--- config.mk ---
export PLATFORM = sky130hd
export DESIGN_NAME = x86_instruction_length_decoder
export DESIGN_NICKNAME = d
export VERILOG_FILES = /design/src/design/ild_pkg.sv /design/src/design/ild_decode.sv /design/src/design/x86_instruction_length_decoder.sv
export SDC_FILE = /design/constraint.sdc
export NUM_CORES = 1
export LEC_CHECK = 0
export ABC_AREA = 0
export BUFFER_PORTS_ARGS = -buffer_cell sky130_fd_sc_hd__buf_2
export CORE_UTILIZATION = 61
export DETAILED_ROUTE_END_ITERATION = 8
export PLACE_DENSITY = 0.81
export SETUP_SLACK_MARGIN = 0.1
export SLEW_MARGIN = 40
export SYNTH_ARGS = -nofsm -noshare
export SYNTH_HDL_FRONTEND = slang
export SYNTH_SLANG_ARGS = --single-unit
--- constraint.sdc ---
create_clock -name clock -period 5.3 [get_ports clock]
set_input_delay 1.06 -clock clock [delete_from_list [all_inputs] [get_ports clock]]
set_output_delay 1.06 -clock clock [all_outputs]
set_load 0.03 [all_outputs]
--- src/design/ild_pkg.sv ---
// Shared types and codes for the x86 instruction length decoder.
`timescale 1ns / 1ps

package ild_pkg;

   // decode phases
   localparam logic [2:0] PH_OP    = 3'd0;
   localparam logic [2:0] PH_OP2   = 3'd1;
   localparam logic [2:0] PH_MODRM = 3'd2;
   localparam logic [2:0] PH_SIB   = 3'd3;
   localparam logic [2:0] PH_DISP  = 3'd4;
   localparam logic [2:0] PH_IMM   = 3'd5;

   // pending special handling
   localparam logic [1:0] SP_NONE = 2'd0;
   localparam logic [1:0] SP_GRP3 = 2'd1;
   localparam logic [1:0] SP_INT  = 2'd2;

   // decode flag bits
   localparam logic [2:0] F_OPSZ  = 3'd0;
   localparam logic [2:0] F_ADSZ  = 3'd1;
   localparam logic [2:0] F_LOCK  = 3'd2;
   localparam logic [2:0] F_REP   = 3'd3;
   localparam logic [2:0] F_SEG   = 3'd4;
   localparam logic [2:0] F_TWO   = 3'd5;
   localparam logic [2:0] F_MODRM = 3'd6;
   localparam logic [2:0] F_SIB   = 3'd7;

   localparam logic [3:0] MAX_LEN = 4'd15;

   typedef struct packed {
      logic [2:0] phase;
      logic [7:0] flags;
      logic [3:0] count;
      logic [2:0] disp_left;
      logic [2:0] imm_left;
      logic [7:0] opcode;
      logic [7:0] opcode_two;
      logic [1:0] special;
   } state_type;

   typedef struct packed {
      logic [7:0] second_opcode;
      logic [7:0] first_opcode;
      logic [7:0] decode_flags;
      logic       is_error;
      logic [3:0] length;
   } result_type;

   localparam state_type STATE_RESET = '{
      phase: PH_OP, flags: 8'h00, count: 4'd0, disp_left: 3'd0,
      imm_left: 3'd0, opcode: 8'h00, opcode_two: 8'h00, special: SP_NONE
   };

endpackage

--- src/design/ild_decode.sv ---
// Per-byte decode step: next decoder state and the optional result.
`timescale 1ns / 1ps

module ild_decode (
   input  ild_pkg::state_type  state,
   input  logic [7:0]          code_byte,
   input  logic                restart,
   output ild_pkg::state_type  state_next,
   output logic                emit,
   output ild_pkg::result_type result
);

   always_comb begin
      ild_pkg::state_type s;
      logic [2:0] ds;
      logic [2:0] ms;
      logic [1:0] mod_f;
      logic [2:0] rm_f;
      logic       do_after;
      logic       do_settle;
      logic       done;
      logic       err;
      logic       pfx;
      logic [2:0] pbit;

      s         = restart ? ild_pkg::STATE_RESET : state;
      do_after  = 1'b0;
      do_settle = 1'b0;
      done      = 1'b0;
      err       = 1'b0;
      pfx       = 1'b0;
      pbit      = 3'd0;
      mod_f     = code_byte[7:6];
      rm_f      = code_byte[2:0];
      ds        = s.flags[ild_pkg::F_OPSZ] ? 3'd2 : 3'd4;
      ms        = s.flags[ild_pkg::F_ADSZ] ? 3'd2 : 3'd4;

      if (s.count >= ild_pkg::MAX_LEN) begin
         err = 1'b1;
      end else begin
         s.count = s.count + 4'd1;
         unique case (s.phase)
            ild_pkg::PH_OP: begin
               case (code_byte) inside
                  8'h0F: begin
                     s.opcode = code_byte;
                     s.flags[ild_pkg::F_TWO] = 1'b1;
                     s.phase = ild_pkg::PH_OP2;
                  end
                  8'h26, 8'h2E, 8'h36, 8'h3E, 8'h64, 8'h65: begin
                     pfx = 1'b1;
                     pbit = ild_pkg::F_SEG;
                  end
                  8'hF0: begin
                     pfx = 1'b1;
                     pbit = ild_pkg::F_LOCK;
                  end
                  8'hF2, 8'hF3: begin
                     pfx = 1'b1;
                     pbit = ild_pkg::F_REP;
                  end
                  8'h66: begin
                     pfx = 1'b1;
                     pbit = ild_pkg::F_OPSZ;
                  end
                  8'h67: begin
                     pfx = 1'b1;
                     pbit = ild_pkg::F_ADSZ;
                  end
                  8'hF1: err = 1'b1;
                  default: begin
                     s.opcode = code_byte;
                     do_after = 1'b1;
                     if (code_byte < 8'h40) begin
                        if (rm_f <= 3'd3) s.flags[ild_pkg::F_MODRM] = 1'b1;
                        else if (rm_f == 3'd4) s.imm_left = 3'd1;
                        else if (rm_f == 3'd5) s.imm_left = ds;
                     end else begin
                        case (code_byte) inside
                           [8'h70:8'h7F], [8'hB0:8'hB7]:
                              s.imm_left = 3'd1;
                           [8'hB8:8'hBF]:
                              s.imm_left = ds;
                           [8'h84:8'h8F], [8'hD8:8'hDF],
                           8'h62, 8'h63, 8'hC4, 8'hC5, [8'hD0:8'hD3], 8'hFE, 8'hFF:
                              s.flags[ild_pkg::F_MODRM] = 1'b1;
                           8'h6A, 8'hA8, 8'hD4, 8'hD5, [8'hE0:8'hE7], 8'hEB:
                              s.imm_left = 3'd1;
                           8'h6B, 8'h80, 8'h82, 8'h83, 8'hC0, 8'hC1, 8'hC6: begin
                              s.flags[ild_pkg::F_MODRM] = 1'b1;
                              s.imm_left = 3'd1;
                           end
                           8'h69, 8'h81, 8'hC7: begin
                              s.flags[ild_pkg::F_MODRM] = 1'b1;
                              s.imm_left = ds;
                           end
                           8'h9A, 8'hEA:
                              s.imm_left = ds + 3'd2;
                           [8'hA0:8'hA3]:
                              s.disp_left = ms;
                           8'h68, 8'hA9, 8'hE8, 8'hE9:
                              s.imm_left = ds;
                           8'hC2, 8'hCA:
                              s.imm_left = 3'd2;
                           8'hC8:
                              s.imm_left = 3'd3;
                           8'hCD: begin
                              s.imm_left = 3'd1;
                              s.special = ild_pkg::SP_INT;
                           end
                           8'hF6, 8'hF7: begin
                              s.flags[ild_pkg::F_MODRM] = 1'b1;
                              s.special = ild_pkg::SP_GRP3;
                           end
                           default: ;
                        endcase
                     end
                  end
               endcase
               if (pfx) begin
                  if (s.flags[pbit]) err = 1'b1;
                  else s.flags[pbit] = 1'b1;
               end
            end
            ild_pkg::PH_OP2: begin
               s.opcode_two = code_byte;
               do_after = 1'b1;
               case (code_byte) inside
                  [8'h00:8'h03], [8'h90:8'h9F], [8'hB0:8'hB7], [8'hBB:8'hBF],
                  8'hA3, 8'hA5, 8'hAB, 8'hAD, 8'hAF, 8'hC0, 8'hC1, 8'h12, 8'h13:
                     s.flags[ild_pkg::F_MODRM] = 1'b1;
                  [8'h80:8'h8F]:
                     s.imm_left = ds;
                  [8'h08:8'h0B], [8'hC8:8'hCF],
                  8'h06, 8'hA0, 8'hA1, 8'hA2, 8'hA8, 8'hA9, 8'hAA: ;
                  default: begin
                     do_after = 1'b0;
                     err = 1'b1;
                  end
               endcase
            end
            ild_pkg::PH_MODRM: begin
               do_settle = 1'b1;
               if (s.special == ild_pkg::SP_GRP3) begin
                  s.special = ild_pkg::SP_NONE;
                  if (code_byte[5:3] == 3'd0)
                     s.imm_left = s.opcode[0] ? ds : 3'd1;
               end
               if (mod_f != 2'd3) begin
                  if (mod_f == 2'd1) s.disp_left = 3'd1;
                  if (mod_f == 2'd2) s.disp_left = ms;
                  if (s.flags[ild_pkg::F_ADSZ]) begin
                     if (mod_f == 2'd0 && rm_f == 3'd6) s.disp_left = 3'd2;
                  end else if (rm_f == 3'd4) begin
                     s.flags[ild_pkg::F_SIB] = 1'b1;
                     s.phase = ild_pkg::PH_SIB;
                     do_settle = 1'b0;
                  end else if (rm_f == 3'd5 && mod_f == 2'd0) begin
                     s.disp_left = 3'd4;
                  end
               end
            end
            ild_pkg::PH_SIB: begin
               // no displacement yet means mod was 0
               if (rm_f == 3'd5 && s.disp_left == 3'd0) s.disp_left = 3'd4;
               do_settle = 1'b1;
            end
            ild_pkg::PH_DISP: begin
               if (s.disp_left != 3'd0) s.disp_left = s.disp_left - 3'd1;
               if (s.disp_left == 3'd0) do_settle = 1'b1;
            end
            ild_pkg::PH_IMM: begin
               if (s.special == ild_pkg::SP_INT) begin
                  s.special = ild_pkg::SP_NONE;
                  if (code_byte == 8'h20) s.imm_left = s.imm_left + 3'd4;
               end
               if (s.imm_left != 3'd0) s.imm_left = s.imm_left - 3'd1;
               if (s.imm_left == 3'd0) done = 1'b1;
            end
            default: err = 1'b1;
         endcase
      end

      if (do_after) begin
         if (s.flags[ild_pkg::F_MODRM]) s.phase = ild_pkg::PH_MODRM;
         else do_settle = 1'b1;
      end
      if (do_settle) begin
         if (s.disp_left != 3'd0) s.phase = ild_pkg::PH_DISP;
         else if (s.imm_left != 3'd0) s.phase = ild_pkg::PH_IMM;
         else done = 1'b1;
      end

      emit = err || done;
      if (err) begin
         result = '{second_opcode: 8'h00, first_opcode: 8'h00, decode_flags: 8'h00,
                    is_error: 1'b1, length: 4'd0};
      end else begin
         result = '{second_opcode: s.opcode_two, first_opcode: s.opcode,
                    decode_flags: s.flags, is_error: 1'b0, length: s.count};
      end
      state_next = emit ? ild_pkg::STATE_RESET : s;
   end

endmodule

--- src/design/x86_instruction_length_decoder.sv ---
// Top level of the 32-bit x86 instruction length decoder.
`timescale 1ns / 1ps
//
// The req channel carries the code stream, one byte per transfer: tdata is
// the byte, tuser[0] is restart, which drops any partial instruction so the
// byte starts a new one. The rsp channel carries one transfer per finished
// instruction or per error: tdata holds length, decode flags and the opcode
// bytes, tuser[0] is the error flag (length and the rest are 0 on error).
// A byte goes into an input register, is decoded against the decoder state
// and its result lands in the output register, which drives rsp_tvalid.
// One byte is taken every cycle unless the receiver stalls with a result
// held; throughput is set by the single decode stage. Bytes that finish no
// instruction produce nothing on rsp.
// Reset clears the decoder state and both valid flags. When the receiver
// stalls with a result held, the input register still accepts one more
// byte; further bytes wait until the held result is transferred.

module x86_instruction_length_decoder (
   input  logic        clock,
   input  logic        reset,
   input  logic        req_tvalid,
   output logic        req_tready,
   input  logic [7:0]  req_tdata,   // [7:0] code_byte
   input  logic [0:0]  req_tuser,   // [0] restart
   output logic        rsp_tvalid,
   input  logic        rsp_tready,
   output logic [31:0] rsp_tdata,   // [3:0] length, [11:4] decode_flags,
                                    // [19:12] first_opcode, [27:20] second_opcode
   output logic [0:0]  rsp_tuser    // [0] is_error
);

   logic                in_valid_ff;
   logic [7:0]          in_byte_ff;
   logic                in_restart_ff;
   ild_pkg::state_type  state_ff;
   ild_pkg::state_type  state_in;
   logic                rsp_valid_ff;
   ild_pkg::result_type rsp_data_ff;
   ild_pkg::result_type result;
   logic                emit;
   logic                out_free;
   logic                advance;

   ild_decode u_decode (
      .state      (state_ff),
      .code_byte  (in_byte_ff),
      .restart    (in_restart_ff),
      .state_next (state_in),
      .emit       (emit),
      .result     (result)
   );

   assign out_free   = !rsp_valid_ff || rsp_tready;
   assign advance    = in_valid_ff && out_free;
   assign req_tready = !in_valid_ff || out_free;

   always_ff @(posedge clock) begin
      if (reset) begin
         in_valid_ff  <= 1'b0;
         rsp_valid_ff <= 1'b0;
         state_ff     <= ild_pkg::STATE_RESET;
      end else begin
         if (req_tready) begin
            in_valid_ff <= req_tvalid;
         end
         if (advance) begin
            state_ff <= state_in;
         end
         // load a new result or drop the one just transferred
         if (advance && emit) begin
            rsp_valid_ff <= 1'b1;
         end else if (rsp_tready) begin
            rsp_valid_ff <= 1'b0;
         end
      end
   end

   always_ff @(posedge clock) begin
      if (req_tready && req_tvalid) begin
         in_byte_ff    <= req_tdata;
         in_restart_ff <= req_tuser[0];
      end
      if (advance && emit) begin
         rsp_data_ff <= result;
      end
   end

   assign rsp_tvalid = rsp_valid_ff;
   assign rsp_tuser  = rsp_data_ff.is_error;
   assign rsp_tdata  = {4'd0, rsp_data_ff.second_opcode, rsp_data_ff.first_opcode,
                        rsp_data_ff.decode_flags, rsp_data_ff.length};

endmodule

* After elaboration in Yosys (flattened, before gate mapping)
Cells that the tools add are included.
** Storage, ports and cells
- Register bits :: 79
- Input bits :: 13
- Output and inout port bits :: 35
- Word-level logic and storage cells :: 377
** Operators by class
- $add $sub $neg :: 5
- $lt $le $gt $ge :: 31
- Equality and inequality tests :: 72
- Muxes and demuxes :: 200
- Bitwise operators :: 1
- Reduce and logical (&&, ||, !) cells :: 51
** Operators with widths (count)
- == test 8 bit (second input constant) :: 40
- two-way mux 3 bit :: 60
- two-way mux 39 bit :: 3
- greater-or-equal comparator 8 bit (second input constant) :: 11
- two-way mux 8 bit :: 11
- == test 8 x 7 -> 1 bit (second input constant) :: 10
- two-way mux 1 bit :: 79
- <= comparator 8 bit (second input constant) :: 9
- two-way mux 2 bit :: 25
- two-way mux 6 bit :: 8
- == test 8 x 6 -> 1 bit (second input constant) :: 5
- one-hot mux 3 bit (4 select lines) :: 2
- logical AND 1 bit :: 21
- OR reduction 9 bit :: 2
- == test 8 x 5 -> 1 bit (second input constant) :: 2
- == test 3 bit (second input constant) :: 5
- logical NOT 3 bit :: 5
- OR reduction 13 bit :: 1
- two-way mux 4 bit :: 3
- nonzero test 3 bit :: 4
- OR reduction 6 bit :: 2
- OR reduction 2 bit :: 5
- == test 8 x 3 -> 1 bit (second input constant) :: 1
- == test 8 x 4 -> 1 bit (second input constant) :: 1
- 35 further kinds :: 45

* Longest topological paths before layout
Gate-level depths: netlist (run 1).
- Word-level depth :: 38
- Mapped depth :: 18
- Mapped depth without buffers :: 12

* Hierarchy
Synthesis (run 1) repeated with hierarchy kept, for this count alone.
** Unflattened totals
- Cells, all modules :: 739
- Area, all modules :: 6452.4 µm²
** By module, submodules not included
- ild_decode :: instances 1, cells an instance 515, area each 3432.0 µm², sequential area each 0.0 µm²
- x86_instruction_length_decoder :: instances 1, cells an instance 224, area each 3020.4 µm², sequential area each 1961.9 µm²

* Worst setup path before layout (run 1)
Ideal clock, no wire load.
- Path kind :: flip-flop to flip-flop
- Start :: reg in_restart_ff
- End :: reg rsp_data_ff (netlist bit rsp_tdata[0]) (enable)
- Library setup time :: 0.388 ns
- Arrival time :: 4.418 ns
- Required time :: 4.912 ns
- Slack :: 0.494 ns
- Stages on the path, launching flop included :: 16
- Buffers on the path :: 6
- Period minus slack after synthesis :: 4.806 ns
- Path through :: edfxtp_1 > clkbuf_1 > clkbuf_1 > buf_2 > buf_2 > clkbuf_1 > nor2b_1 > ha_1 > and4b_1 > clkbuf_1 > a2111oi_2 > o211ai_1 > or3b_1 > a211o_1 > nor4_4 > o21a_1
** Between the ends
- Word-level cells in the longest chain between the ends :: 35
- Elaborated cells between the ends (all ways) :: 138
- Classes of those cells :: 4 x add/sub; 1 x order compare; 7 x eq/ne; 113 x mux; 1 x bitwise; 12 x reduce/logical
** Ends and longest elaborated chain
- from (decl) :: RTL line x86_instruction_length_decoder.sv:34 : logic in_restart_ff;
- from (signal assigned) :: RTL line x86_instruction_length_decoder.sv:81 : in_restart_ff <= req_tuser[0];
- two-way mux 39 bit * :: RTL line ild_decode.sv:26 : s = restart ? ild_pkg::STATE_RESET : state;
- two-way mux 1 bit (13 in series) :: RTL line ild_decode.sv:79 : case (code_byte) inside
- two-way mux 1 bit :: RTL line ild_decode.sv:74 : if (code_byte < 8'h40) begin
- two-way mux 1 bit (7 in series) :: RTL line ild_decode.sv:44 : case (code_byte) inside
- two-way mux 1 bit :: RTL line ild_decode.sv:42 : unique case (s.phase)
- two-way mux 1 bit :: RTL line ild_decode.sv:38 : if (s.count >= ild_pkg::MAX_LEN) begin
- binary-select mux 1 bit (select 3 bit) :: RTL line ild_decode.sv:121 : if (s.flags[pbit]) err = 1'b1;
- two-way mux 1 bit (implied by the code) :: RTL line ild_decode.sv:121
- two-way mux 8 bit :: RTL line ild_decode.sv:121
- two-way mux 8 bit :: RTL line ild_decode.sv:120 : if (pfx) begin
- one-hot mux 1 bit (2 select lines) :: RTL line ild_decode.sv:42
- two-way mux 39 bit :: RTL line ild_decode.sv:38
- two-way mux 1 bit :: RTL line ild_decode.sv:185 : if (s.flags[ild_pkg::F_MODRM]) s.phase = ild_pkg::PH_MODRM;
- two-way mux 1 bit :: RTL line ild_decode.sv:184 : if (do_after) begin
- two-way mux 1 bit :: RTL line ild_decode.sv:188 : if (do_settle) begin
- logical OR 1 bit * :: RTL line ild_decode.sv:194 : emit = err || done;
- logical AND 1 bit * :: RTL line x86_instruction_length_decoder.sv:83 : if (advance && emit) begin
- to (signal assigned) :: RTL line x86_instruction_length_decoder.sv:84 : rsp_data_ff <= result;
- to (decl) :: RTL line x86_instruction_length_decoder.sv:38 : ild_pkg::result_type rsp_data_ff;
Mark *: on every way between the ends. The rest lies on a longest branch, timed or not. The select of a mux whose other input is x is not followed.
A chain may end at the register's enable or synchronous reset.

* Final worst setup path (run 1)
- Start :: reg in_restart_ff
- End :: reg rsp_data_ff (netlist bit rsp_tdata[18]) (enable)
The elaborated chain is that of the path after synthesis.

==> out/results.tsv, run 1 <==
stage	metric	value	unit
status	outcome	finished, final reports clean	
drt	Initial DRT Pass Iterations	6	
drt	Post-DRT Antenna Nets	0	
global_routing	largest net degree at the start of global routing	34	
synthesis	most common cell in the netlist	nor2_1	
floorplanning	row cnt	35	
clock_network	Reg clk slew, reported paths	0.09	ns
timing	fin. max-slew vios	0	
global_routing	remaining global-route overflow	0	
clock_network	clk_lat worst skew	0.37	ns
timing	fmax	217	MHz
power	PwrDens	243	nW/µm²
timing	Worst Hold Margin	0.466	ns
worst_setup_path	Worst path depth	11	
synthesis	dominant cells by area after synthesis	edfxtp_1, dfxtp_1, nor2_1, a21oi_1, a32o_1	
worst_setup_path	Worst Path Arrival	4.63	ns
power	Worst VDD drop	0.166	mV
synthesis	Yosys reg bits	79	
synthesis	synthesized area per cell	8.68	µm²
clock_network	Max Root-Sink Buffers	2	
timing	crit path time final	4.61	ns
synthesis	Synth top area share	19.8	%
place	hpwl dp	13.1	mm
timing	Final period util	86.9	%
drt	via count	5888	
layout	nets	701	
clock_network	clk sink count	79	
worst_setup_path	WS Path Type	reg -> reg	
floorplanning	Die Footprint	9850	µm²
floorplanning	Die Wd	99.2	µm
place	total placed cells including tap cells	780	
timing	RSZ-0062 raised after global routing	false	
drt	wire per inst	23.2	µm
synthesis	sequential area share after synthesis	34.0	%
synthesis	Distinct cells, synth	84	
layout	Post-Layout Cell Count	799	
worst_setup_path	crit-path max FO	30	
timing	slew at the pin closest to its max-slew limit	0.893	ns
global_routing	first-pass GRT wire length	28.9	mm
min_path	WHS Path Cells	1	
worst_setup_path	CP top delay family	simple AND/OR/NAND/NOR gates	
clock_network	root buffer cell	clkbuf_8	
floorplanning	Initial Utilization	62.7	%
global_routing	initial antenna violation count	0	
clock_network	Num CTS Buffers	9	
layout	n_diodes	0	
place	routability cong.	1.00	
worst_setup_path	Cell Chain, Critical Path	nor2b_1, ha_1, and4b_1, nor2_2, inv_1, o22ai_1, o211ai_1, a211o_1, nor4_4, o21a_1, buf_4	
drt	post-DR vias/cell	7.37	
place	port bufs	43	
layout	P&R area growth vs syn	8.85	%
drt	Remaining DRCs	0	
global_routing	GRT Total Usage	37.8	%
clock_network	Post-CTS Hold Buffers	0	
timing	Setup TNS Final	0	ns
synthesis	Cell Area, Synth	5770	µm²
worst_setup_path	Buf/Inv on CP	2	
synthesis	ys async rst share	0	%
synthesis	Ys Warns	0	
worst_setup_path	startpoint type of the worst setup path	flip-flop	
timing	Final Hold Fails	0	
synthesis	most area-hungry cell type in the Yosys netlist	edfxtp_1	
drt	initial DRC count	646	
clock_network	H-tree levels	3	
power	cell leakage power	0.00228	µW
synthesis	Mapped Cells	664	
worst_setup_path	R2R depth	11	
job	Max-cap violations	0	
timing	final setup fails	0	
global_routing	vias in the first global route	5496	
layout	fin area	6280	µm²
worst_setup_path	Crit-path slowest cell	edfxtp_1	
synthesis	number of flops mapped to enable cells by yosys	38	
floorplanning	core area	9200	µm²
worst_setup_path	Worst Path Required	5.33	ns
worst_setup_path	Crit path largest cell delay	0.77	ns
worst_setup_path	crit path capture type	flip-flop	
clock_network	post-CTS setup buffers	0	
timing	Slew headroom	40.0	%
clock_network	Post-CTS Resized	0	
synthesis	synth cell count leaders	nor2_1, dfxtp_1, edfxtp_1, nand2_1, clkbuf_1	
layout	share of cells above drive strength 1	15.8	%
floorplanning	Die Y	99.2	µm
layout	# fillers	794	
clock_network	CTS tree	yes	
min_path	Hold Path Class	reg -> reg	
place	Placed Area	6030	µm²
floorplanning	Ports	48	
timing	Worst Skew	0.0150	ns
synthesis	main flop type after synthesis	dfxtp_1	
drt	Routed Wire Length	18.5	mm
==> final timing paths <==
kind | slack [ns] | from | end
setup reg to reg | 0.69 | in_restart_ff$_DFFE_PP_ | rsp_tdata[18]$_SDFFCE_PP0P_
setup / recovery | 0.69 | in_restart_ff$_DFFE_PP_ | rsp_tdata[18]$_SDFFCE_PP0P_
hold reg to reg | 0.47 | state_ff[11]$_SDFFE_PP0P_ | state_ff[11]$_SDFFE_PP0P_
hold / removal | 0.47 | state_ff[11]$_SDFFE_PP0P_ | state_ff[11]$_SDFFE_PP0P_
==> report_power, final <==
group	leakage, µW	internal [µW]	switching, µW	total [µW]
sequential	0.000695	672	30.2	702
clock	0.000104	227	261	488
combinational	0.00149	110	226	337
==> metal layers <==
metal	track usage, %	part of all wire (%)	up-vias
met2	60.4	46	386
met1	49.2	40	2776
met3	9.21	10	81
met4	15.7	3.7	0
li1	-	-	2645
met5	0	0	-
==> per-stage QoR <==
stage | setup WS (ns) | power, µW | utilization, %
final | 0.694 | 1530 | 68.3
after global routing | 0.450 | 1580 | 68.3
after CTS | 0.749 | 1510 | 67.8
after detailed placement | 0.813 | 1040 | 65.5
after global placement | 0.894 | 1030 | 65.2
after floorplan | 0.494 | 947 | -
==> registers in the layout (all words and copies together), names as in the netlist <==
signal / cells
rsp_tvalid: 1
rsp_tuser: 1
in_restart_ff: 1
state_ff: 39
in_byte_ff: 8
rsp_tdata: 28
in_valid_ff: 1
==> cells in the final DEF (no fill, tap or decap), types with 11 or more instances in the layout <==
cell	Yosys	layout
nand2b_1	22	22
dfxtp_1	41	41
buf_4	4	19
inv_1	11	11
nand3_1	13	13
and3_1	13	13
o21ai_0	25	25
nor2_1	52	51
a32o_1	14	14
a21oi_1	30	30
a22o_1	12	12
buf_2	21	43
nor3_1	24	23
a22oi_1	14	14
nor2b_1	17	17
o211ai_1	14	14
nand2_1	36	36
edfxtp_1	38	38
==> cell type report <==
cell class | count | area (µm²) | area share, %
Tap cell | 111 | 139 | 2.21
Inverter | 12 | 45.0 | 0.718
Clock inverter | 7 | 88.8 | 1.42
Clock buffer | 9 | 124 | 1.97
Multi-Input combinational cell | 515 | 3510 | 55.9
Sequential cell | 79 | 1960 | 31.3
Timing Repair Buffer | 66 | 407 | 6.48
==> kinds of logic (layout without fill, tap and decap cells) <==
family	after synthesis	after routing	synth area share (%)
fa+ha+maj	5	5	1.08
other cells	1	4	0.0650
compound gates	209	209	26.9
simple gates	284	284	29.9
xor+xnor	2	2	0.304
mux	11	11	2.06
flops	79	79	34.0
buf+inv	73	94	5.60
==> worst register-to-register path, delay by kind of cell, from the launching register on <==
kind	cells	cell delay [ns]
flip-flops	1	0.77
adder cells (fa/ha/maj)	1	0.32
AND/OR/NAND/NOR	4	1.72
AO/OA/AOI/OAI	4	0.98
buffers and inverters	2	0.47
No activity file was read; power rests on OpenSTA's default activity.
==> run 2: changes to the inputs <==
--- a/config.mk
+++ b/config.mk
@@ -7,9 +7,12 @@
 export LEC_CHECK = 0
 export ABC_AREA = 0
 export BUFFER_PORTS_ARGS = -buffer_cell sky130_fd_sc_hd__buf_2
-export CORE_UTILIZATION = 61
+export CELL_PAD_IN_SITES_DETAIL_PLACEMENT = 0
+export CELL_PAD_IN_SITES_GLOBAL_PLACEMENT = 1
+export CORE_UTILIZATION = 47
 export DETAILED_ROUTE_END_ITERATION = 8
-export PLACE_DENSITY = 0.81
+export GPL_ROUTABILITY_DRIVEN = 0
+export PLACE_DENSITY_LB_ADDON = 0.1
 export SETUP_SLACK_MARGIN = 0.1
 export SLEW_MARGIN = 40
 export SYNTH_ARGS = -nofsm -noshare
==> run 2 against run 1 <==
Effect of this change:
- via count decreased by 2.8%
- utilization is 14 points lower
- setup slack better by 0.16 ns
- first-iteration DRC count is 5.1% higher
- critical path depth did not move
- sequential power shrank 0.9%
- hold slack got worse by 0.0077 ns
- non-clock buffer count increased by 4
- final cell count up 5.0%
- critical path type unchanged
- largest cell class unchanged
- highest routed layer unchanged
==> out/results.tsv, run 2 (synthesis results as in run 1) <==
stage	metric	value	unit	change
place	Placed Area	6110	µm²	+1.4%
global_routing	remaining global-route overflow	0		unchanged
clock_network	Post-CTS Hold Buffers	0		unchanged
drt	Post-DRT Antenna Nets	0		unchanged
power	total power	1690	µW	+10%
place	port bufs	43		unchanged
floorplanning	core area	12000	µm²	+30%
timing	Final Hold Fails	0		unchanged
drt	Routed Wire Length	17.9	mm	-3.7%
power	Int Pwr	1190	µW	+18%
power	Comb power frac	20.2	%	-1.9 points
drt	wire per inst	21.3	µm	-8.3%
layout	fin area	6460	µm²	+2.9%
layout	commonest non-fill, non-tap cell in the layout	nor2_1		
timing	Final period util	83.9	%	-3.0 points
job	Max-cap violations	0		unchanged
floorplanning	Initial Utilization	48.2	%	-14 points
power	share of power burned in registers	41.3	%	-4.7 points
global_routing	vias in the first global route	5251		-4.5%
place	hpwl dp	13.0	mm	-1.0%
worst_setup_path	crit-path max FO	30		unchanged
layout	share of cells above drive strength 1	15.8	%	-0.092 points
layout	n_diodes	0		unchanged
clock_network	Max Root-Sink Buffers	2		unchanged
timing	final setup fails	0		unchanged
power	Switching Fraction	29.4	%	-4.5 points
clock_network	clk_lat worst skew	0.35	ns	-0.02 ns
clock_network	Post-CTS Resized	0		unchanged
layout	P&R area growth vs syn	12.0	%	
worst_setup_path	crit path capture type	flip-flop		
status	outcome	finished, final reports clean		
worst_setup_path	Worst Path Required	5.31	ns	-0.02 ns
global_routing	first-pass GRT wire length	28.6	mm	-0.95%
clock_network	Reg clk slew, reported paths	0.06	ns	-0.03 ns
floorplanning	Die Footprint	12700	µm²	+29%
clock_network	Num CTS Buffers	9		unchanged
layout	Top reg by flops	state_ff		
floorplanning	Die Y	113	µm	+14%
power	Worst VDD drop	0.131	mV	-21%
min_path	Hold Path Class	reg -> reg		
timing	fin. max-slew vios	0		unchanged
timing	fmax	225	MHz	+3.6%
drt	post-DR vias/cell	6.82		-7.5%
power	Clock power frac	38.6	%	+6.6 points
drt	via count	5721		-2.8%
layout	highest-count cells in the layout ignoring fill and taps	nor2_1, buf_2, dfxtp_1		
clock_network	H-tree levels	3		unchanged
timing	Slew headroom	46.1	%	+6.1 points
drt	initial DRC count	679		+5.1%
worst_setup_path	Worst Path Arrival	4.46	ns	-0.17 ns
clock_network	root buffer cell	clkbuf_16		
worst_setup_path	Crit-path slowest cell	nor4_4		
timing	RSZ-0062 raised after global routing	false		
worst_setup_path	Cell Chain, Critical Path	nor2b_1, ha_1, nand4b_1, o21ai_1, nand2b_1, a2111oi_0, o221ai_1, o2111ai_1, nor4_4, o21a_1, buf_4		
floorplanning	Ports	48		unchanged
layout	Util after Layout	54.0	%	-14 points
power	Switching Power	496	µW	-4.2%
global_routing	initial antenna violation count	0		unchanged
clock_network	CTS tree	yes		
timing	slew at the pin closest to its max-slew limit	0.808	ns	-0.0848 ns
drt	Initial DRT Pass Iterations	5		-1
floorplanning	Die Wd	113	µm	+14%
timing	crit path time final	4.45	ns	-0.161 ns
clock_network	post-CTS setup buffers	0		unchanged
drt	Remaining DRCs	0		unchanged
layout	nets	705		+0.57%
layout	max reg flops	39		unchanged
floorplanning	row cnt	40		+14%
worst_setup_path	WS Path Type	reg -> reg		
worst_setup_path	Crit path largest cell delay	0.65	ns	-0.12 ns
power	cell leakage power	0.00235	µW	+2.9%
timing	Worst Skew	0.0120	ns	-0.00303 ns
worst_setup_path	startpoint type of the worst setup path	flip-flop		
timing	Setup TNS Final	0	ns	unchanged
clock_network	clk sink count	79		unchanged
global_routing	largest net degree at the start of global routing	31		-8.8%
global_routing	GRT Total Usage	29.0	%	-8.8 points
power	PwrDens	261	nW/µm²	+7.4%
-- run 2: changes by cell type in the layout (fill, tap and decap cells not counted), sizes merged --
| cell | change |
|---|---|
| buf | +4 |
| clkbuf | +4 |
| clkinv | -1 |
| inv | -3 |
-- run 2: power groups by stage --
stage	clock network, µW	registers (µW)	logic, µW
final	651	696	341
after global placement	0	715	322
after floorplan	0	727	220
after detailed placement	0	714	326
after CTS	657	701	327
after global routing	685	699	368
-- run 2: final cells by class --
class | count | area (µm²)
clock buffer | 13 | 272
multi-input combinational | 515 | 3500
sequential | 79 | 1960
tap | 147 | 184
inverter | 12 | 45.0
timing repair buffer | 70 | 449
clock inverter | 3 | 41.3
fill | 1100 | 5500
-- run 2: final timing paths --
check	startpoint	endpoint	slack, ns	cells after the start
min	state_ff[13]$_SDFFE_PP0P_	state_ff[13]$_SDFFE_PP0P_	0.46	1
min reg2reg	state_ff[13]$_SDFFE_PP0P_	state_ff[13]$_SDFFE_PP0P_	0.46	1
max reg2reg	in_restart_ff$_DFFE_PP_	rsp_tdata[18]$_SDFFCE_PP0P_	0.85	11
max	in_restart_ff$_DFFE_PP_	rsp_tdata[18]$_SDFFCE_PP0P_	0.85	11
-- run 2: critical path: cells and delay by family (launching register included) --
kind	cells	cell delay [ns]
AOI/OAI and AO/OA	5	1.27
adders and majority gates	1	0.32
buffers and inverters	1	0.32
DFF	1	0.54
and+or+nand+nor	4	1.66
-- run 2: routing by layer --
metal  vias to the layer above  routed length (µm)  track usage, %
met5                         -                   0               0
met4                         0                 665            14.0
met3                        47                1440            4.12
met2                       309                7850            44.3
met1                      2702                7900            40.4
li1                       2663                   -               -
-- run 2: per-stage QoR --
step                      instances  hold WS, ns  setup WS, ns
after floorplan                 667        0.427         0.494
after global placement          819        0.439         0.922
after detailed placement        820        0.447         0.862
after CTS                       836        0.458         0.867
after global routing            839        0.481         0.606
final                           839        0.459         0.855
